**config.mk**
```make
export PLATFORM = sky130hd
export DESIGN_NAME = tcw_ctrl
export DESIGN_NICKNAME = d
export VERILOG_FILES = /design/src/tcw_pkg.sv /design/src/tcw_ctrl.sv
export SDC_FILE = /design/constraint.sdc
export NUM_CORES = 1
export LEC_CHECK = 0
export BUFFER_PORTS_ARGS = -buffer_cell sky130_fd_sc_hd__buf_4
export CORE_AREA = 2 2 39 41
export DETAILED_ROUTE_END_ITERATION = 8
export DIE_AREA = 0 0 41 43
export GPL_ROUTABILITY_DRIVEN = 0
export GPL_TIMING_DRIVEN = 0
export PLACE_DENSITY_LB_ADDON = 0.12
export SLEW_MARGIN = 10
export SYNTH_ARGS = -nofsm -noshare
export SYNTH_HDL_FRONTEND = slang
export SYNTH_SLANG_ARGS = --single-unit
```
**constraint.sdc**
```tcl
create_clock -name i_clk -period 2.95 [get_ports i_clk]
set_input_delay 0.59 -clock i_clk [delete_from_list [all_inputs] [get_ports i_clk]]
set_output_delay 0.59 -clock i_clk [all_outputs]
set_load 0.005 [all_outputs]
```
**src/tcw_pkg.sv**
```systemverilog
// Package for the text console writer: field widths, character codes,
// controller states and the command/status structs between the controller
// and the datapath. No dependencies.
package tcw_pkg;

    // Default screen geometry
    localparam int DEF_COLUMNS = 80;
    localparam int DEF_ROWS    = 25;

    // Item field widths
    localparam int MODE_W     = 1;
    localparam int CHAR_W     = 8;
    localparam int COLOR_W    = 4;
    localparam int INDEX_W    = 11;
    localparam int CELL_W     = 16;
    localparam int ROW_OUT_W  = 5;
    localparam int COL_OUT_W  = 7;
    localparam int IN_TDATA_W  = 32;
    localparam int OUT_TDATA_W = 32;

    // Character codes
    localparam logic [CHAR_W-1:0] CH_NEWLINE   = 8'd10;
    localparam logic [CHAR_W-1:0] CH_BACKSPACE = 8'd8;
    localparam logic [CHAR_W-1:0] CH_TAB       = 8'd9;
    localparam logic [CHAR_W-1:0] CH_SPACE     = 8'd32;

    // Mode codes
    localparam logic [MODE_W-1:0] MODE_PUT  = 1'b0;
    localparam logic [MODE_W-1:0] MODE_READ = 1'b1;

    typedef enum logic [2:0] {
        S_CLEAR,
        S_IDLE,
        S_DISPATCH,
        S_PUT,
        S_SCROLL,
        S_DRAIN,
        S_FILL,
        S_RESULT
    } t_state;

    typedef struct packed {
        logic load_item;  // latch the accepted item
        logic clr_wr;     // write zero at the sweep counter
        logic put_wr;     // write the character at the cursor
        logic fill_wr;    // write a blank into the last row
        logic scroll_rd;  // read one row down for the scroll copy
        logic rd_cell;    // read the requested cell
        logic cnt_clr;
        logic cnt_inc;
        logic col_zero;
        logic row_inc;
        logic col_inc;
        logic back;       // step the cursor back one cell
        logic rep_tab;
        logic rep_one;
        logic rep_dec;
        logic out_load;
    } t_cmd;

    typedef struct packed {
        logic is_read;
        logic is_nl;
        logic is_bs;
        logic is_tab;
        logic wrap;        // column has reached the right edge
        logic last_row;
        logic clear_last;
        logic scroll_last;
        logic fill_last;
        logic rep_last;
        logic out_free;
    } t_status;

endpackage

```
**src/tcw_ctrl.sv**
```systemverilog
// Controller of the text console writer: sequences clearing, dispatch,
// character writes, scrolling and result hand-off. Depends on tcw_pkg.
module tcw_ctrl (
    input  logic            i_clk,
    input  logic            i_rst_n,
    input  logic            i_in_valid,
    input  tcw_pkg::t_status i_status,
    output logic            o_in_ready,
    output tcw_pkg::t_cmd    o_cmd
);
    import tcw_pkg::*;

    t_state r_state, n_state;
    logic   r_put_ret, n_put_ret;

    always_ff @(posedge i_clk) begin
        if (!i_rst_n) begin
            r_state   <= S_CLEAR;
            r_put_ret <= 1'b0;
        end else begin
            r_state   <= n_state;
            r_put_ret <= n_put_ret;
        end
    end

    // Next state
    always_comb begin
        n_state   = r_state;
        n_put_ret = r_put_ret;
        unique case (r_state)
            S_CLEAR: begin
                if (i_status.clear_last) n_state = S_IDLE;
            end
            S_IDLE: begin
                if (i_in_valid) n_state = S_DISPATCH;
            end
            S_DISPATCH: begin
                priority if (i_status.is_read) begin
                    n_state = S_RESULT;
                end else if (i_status.is_nl) begin
                    if (i_status.last_row) begin
                        n_state   = S_SCROLL;
                        n_put_ret = 1'b0;
                    end else begin
                        n_state = S_RESULT;
                    end
                end else if (i_status.is_bs) begin
                    n_state = S_RESULT;
                end else begin
                    n_state = S_PUT;
                end
            end
            S_PUT: begin
                priority if (i_status.wrap && i_status.last_row) begin
                    n_state   = S_SCROLL;
                    n_put_ret = 1'b1;
                end else if (i_status.wrap) begin
                    n_state = S_PUT;
                end else if (i_status.rep_last) begin
                    n_state = S_RESULT;
                end else begin
                    n_state = S_PUT;
                end
            end
            S_SCROLL: begin
                if (i_status.scroll_last) n_state = S_DRAIN;
            end
            S_DRAIN: begin
                n_state = S_FILL;
            end
            S_FILL: begin
                if (i_status.fill_last) n_state = r_put_ret ? S_PUT : S_RESULT;
            end
            S_RESULT: begin
                if (i_status.out_free) n_state = S_IDLE;
            end
            default: n_state = S_CLEAR;
        endcase
    end

    // Outputs
    always_comb begin
        o_cmd      = '0;
        o_in_ready = 1'b0;
        unique case (r_state)
            S_CLEAR: begin
                o_cmd.clr_wr  = 1'b1;
                o_cmd.cnt_inc = 1'b1;
                o_cmd.cnt_clr = i_status.clear_last;
            end
            S_IDLE: begin
                o_in_ready      = 1'b1;
                o_cmd.load_item = i_in_valid;
            end
            S_DISPATCH: begin
                priority if (i_status.is_read) begin
                    o_cmd.rd_cell = 1'b1;
                end else if (i_status.is_nl) begin
                    o_cmd.col_zero = 1'b1;
                    o_cmd.row_inc  = !i_status.last_row;
                    o_cmd.cnt_clr  = i_status.last_row;
                end else if (i_status.is_bs) begin
                    o_cmd.back = 1'b1;
                end else if (i_status.is_tab) begin
                    o_cmd.rep_tab = 1'b1;
                end else begin
                    o_cmd.rep_one = 1'b1;
                end
            end
            S_PUT: begin
                if (i_status.wrap) begin
                    o_cmd.col_zero = 1'b1;
                    o_cmd.row_inc  = !i_status.last_row;
                    o_cmd.cnt_clr  = i_status.last_row;
                end else begin
                    o_cmd.put_wr  = 1'b1;
                    o_cmd.col_inc = 1'b1;
                    o_cmd.rep_dec = 1'b1;
                end
            end
            S_SCROLL: begin
                o_cmd.scroll_rd = 1'b1;
                o_cmd.cnt_inc   = 1'b1;
                o_cmd.cnt_clr   = i_status.scroll_last;
            end
            S_DRAIN: begin
                o_cmd = '0;
            end
            S_FILL: begin
                o_cmd.fill_wr = 1'b1;
                o_cmd.cnt_inc = 1'b1;
                o_cmd.cnt_clr = i_status.fill_last;
            end
            S_RESULT: begin
                o_cmd.out_load = i_status.out_free;
            end
            default: o_cmd = '0;
        endcase
    end

endmodule

```
==> impl_results.md <==
- Filler cells: 148
- Via/cell ratio: 5.24
- Clk buf depth: 2
- Setup TNS: 0 ps
- Clock Root Buffer: clkbuf_4
- Diodes inserted: 0
- Die area: 1760 um2
- Buffers on Ports: 30
- Drt total wl: 1350 um
- Power per cell area: 373 nW/um2
- CP peak stage delay: 350 ps
- Post-synthesis async set-or-reset flop share: 0%
- Post-route cell area: 763 um2
- First-pass GRT wire length: 2150 um
- Placed cell areas: 741 um2
- Post-synth EDFFs: 0
- Post-Synth Simple-Gate Area: 43.9%
- Met2 routed WL: 639 um
- Die X: 41 um
- Status: completed
- Top sig layer: met3
- YS warnings: 0
- Setup crit end kind: primary output
- Avg Inst Size Synth: 7.18 um2
- Initial antenna violation count: 0
- Synth Instances: 69
- 1st-iter DRT viols: 5
- Post CTS Setup Buffer Count: 0
- Max cap viols: 0
- Top Ports: 31
- Worst path top cell family by delay: buffers and inverters
- Rows: 14
- Min Tclk post-route: 2350 ps
- CP cell instances: buf_2, buf_2, buf_2, nor3b_1, buf_4, buf_4
- Clock latency at the later pin of the worst-skew pair: 230 ps
- Detail Placement HPWL: 1080 um
- Largest net degree at the start of global routing: 11
- Unique masters post-synth: 36
- Critical path fanouts, max: 10
- CTS tree: yes
- Cell Area, Synth: 495 um2
- Count of final setup violators: 0
- CTS resizes: 0
- Total gr overflow: 0
- Vias in the first global route: 544
- Fin crit share: 79.8%
- Met3 wire len: 72 um
- Reg2reg path depth: 5
- CP Buf/Inv Count: 5
- Hold Startpoint: r_put_ret
- Post-synthesis mux area share: 4.29%
- Height of the die: 43 um
- P_leak: 0.350 nW
- Largest family of logic cells by synthesized area: simple AND/OR/NAND/NOR gates
- Post-synthesis to final-layout area growth: 54.0%
- Share of post-route cells with drive strength above 1: 46.1%
- Sequential area share after synthesis: 16.2%
- Arr. time, crit path: 1760 ps
- Hold path cells: 2
- Tot Pwr: 0.000285 W
- Area of the core: 1380 um2
- Final Hold Viols: 0
- F_max: 425 MHz
- Syn_nets: 83
- Rel. slew slack: 76.8%
- Layout Nets: 118
- Post-route ant nets: 0
- WL met1: 634 um
- FF-to-FF setup slack: 1610 ps
- Cell mode on critical path: buf_2
- Complex-gate fraction of the synthesized area: 24.0%
- Startpoint Class: flop
- H-Tree Depth: 1
- Max-slew violations: 0
- All-Layer GR Usage: 17.2%
- DR WL/cell: 11.4 um
- Post-Synth Adder-Cell Area: 0%
- Post-Layout Cell Count: 118
- Prevailing post-synth register cell: dfxtp_1
- Clock Sinks: 4
- Post-placement cell count: 115
- Hold Path Class: reg2reg
- Clock transition at path regs: 30 ps
- Req. time, crit path: 2360 ps
- Worst Tran Pin Value: 347 ps
- RSZ-0062 raised after global routing: no
- Post-CTS Hold Buffers: 0
- Cts bufs inserted: 3
- Crit-path slowest cell: nor3b_1
- R2r endpoint: r_state[0]
- Register bit total from synthesis: 4
- Worst Hold Endpoint: r_put_ret
- Setup Skew: 2.38 ps
- R2R Path Start: r_state[0]
- WS Path Type: reg2out
- Pre-antenna DRT Iters: 4
- Vias post-DR: 618
- Xor-xnor portion of the synthesized cell area: 0%
- DRC Markers: 0
- Max rail drop VDD: 0.000270 V
- Starting density of the core: 35.8%
-- per-layer routing --
| metal | global-route usage [%] | vias to the layer above |
|---|---|---|
| li1 | - | 323 |
| met1 | 22.6 | 275 |
| met2 | 27.2 | 20 |
| met3 | 6.28 | 0 |
| met4 | 1.33 | 0 |
| met5 | 0 | - |
-- where the power goes --
group | internal [W] | leakage [nW] | switching [W]
sequential | 0.0000605 | 0.0327 | 0.00000304
clock | 0.0000452 | 0.0138 | 0.0000178
combinational | 0.0000816 | 0.303 | 0.0000768
-- sequential cells by signal (all words and copies together), names as in the netlist --
signal / flops
r_state: 3
r_put_ret: 1
-- worst register-to-register path, cell delays in order (launching register included) --
cell and delay, ps:
dfxtp_1 290, buf_2 180, or3_1 130, o21ai_0 80, a221o_1 320, o221a_2 230
-- placed cells by master, fill, tap and decap left out --
cell type / netlist / routed
nor3b_2: 1 / 1
a21oi_1: 2 / 2
nand2_4: 1 / 1
nand4b_1: 1 / 1
and2b_2: 1 / 1
a22oi_1: 1 / 1
nand3b_1: 1 / 1
or3_1: 1 / 1
o31a_1: 1 / 1
o2bb2ai_1: 1 / 1
buf_6: 1 / 1
nor3_1: 5 / 5
a221o_1: 1 / 1
nor3b_1: 4 / 4
mux2_2: 1 / 1
o2111ai_1: 1 / 1
o21a_1: 1 / 1
and3_1: 1 / 1
mux2i_1: 1 / 1
dfxtp_1: 4 / 4
or4_4: 1 / 1
nor2_1: 9 / 9
buf_2: 4 / 4
nand2_1: 5 / 5
o22ai_1: 1 / 1
o221a_2: 1 / 1
and2_1: 3 / 3
nand4_1: 1 / 1
o41ai_1: 1 / 1
clkbuf_4: 0 / 3
nand2b_1: 2 / 2
a31oi_1: 2 / 2
a32oi_1: 1 / 1
buf_4: 2 / 32
o21ai_0: 2 / 2
inv_1: 2 / 2
inv_2: 1 / 1
-- kinds of logic (layout without fill, tap and decap cells) --
family | Yosys count | in the layout
and+or+nand+nor | 37 | 37
muxes | 2 | 2
buffers and inverters | 10 | 43
AOI/OAI and AO/OA | 16 | 16
DFF | 4 | 4
-- worst max-delay path by stage --
stage	start	endpoint	slack (ps)	cells past startpoint
after CTS	r_state[0]	o_cmd[5]	570	6
final	r_state[0]	o_cmd[5]	600	6
after floorplan	r_state[0]	o_cmd[13]	1040	5
after global routing	r_state[0]	o_cmd[5]	400	6
after detailed placement	i_status[9]	o_cmd[3]	810	4
after global placement	i_status[9]	o_cmd[3]	820	4
-- area by class of cell --
cell class | instances | area (um2) | share of cell area (%)
well taps | 16 | 20.0 | 2.62
flip-flops and latches | 4 | 80.1 | 10.5
plain buffers | 7 | 46.3 | 6.07
multi-input cells | 55 | 358 | 46.9
repair buffers | 30 | 225 | 29.5
clock buffers | 3 | 22.5 | 2.95
inverters | 3 | 11.3 | 1.48
-- synth_stat cells, types with 2 or more instances --
| master | n | area (um2) |
|---|---|---|
| o21ai_0 | 2 | 10.0 |
| nand2b_1 | 2 | 12.5 |
| and2_1 | 3 | 18.8 |
| nor2_1 | 9 | 33.8 |
| nand2_1 | 5 | 18.8 |
| nor3_1 | 5 | 25.0 |
| buf_4 | 2 | 15.0 |
| inv_1 | 2 | 7.51 |
| buf_2 | 4 | 20.0 |
| dfxtp_1 | 4 | 80.1 |
| nor3b_1 | 4 | 30.0 |
| a21oi_1 | 2 | 10.0 |
| a31oi_1 | 2 | 12.5 |
-- per-stage QoR --
step / hold slack (ps) / setup WS [ps] / utilization [%]
global route: 565 / 397 / 55.2
global placement: 542 / 819 / 53.5
floorplan: 510 / 1040 / -
detailed placement: 539 / 813 / 53.5
finish: 538 / 595 / 55.2
CTS: 543 / 571 / 55.2
No activity file was read; power rests on OpenSTA's default activity.
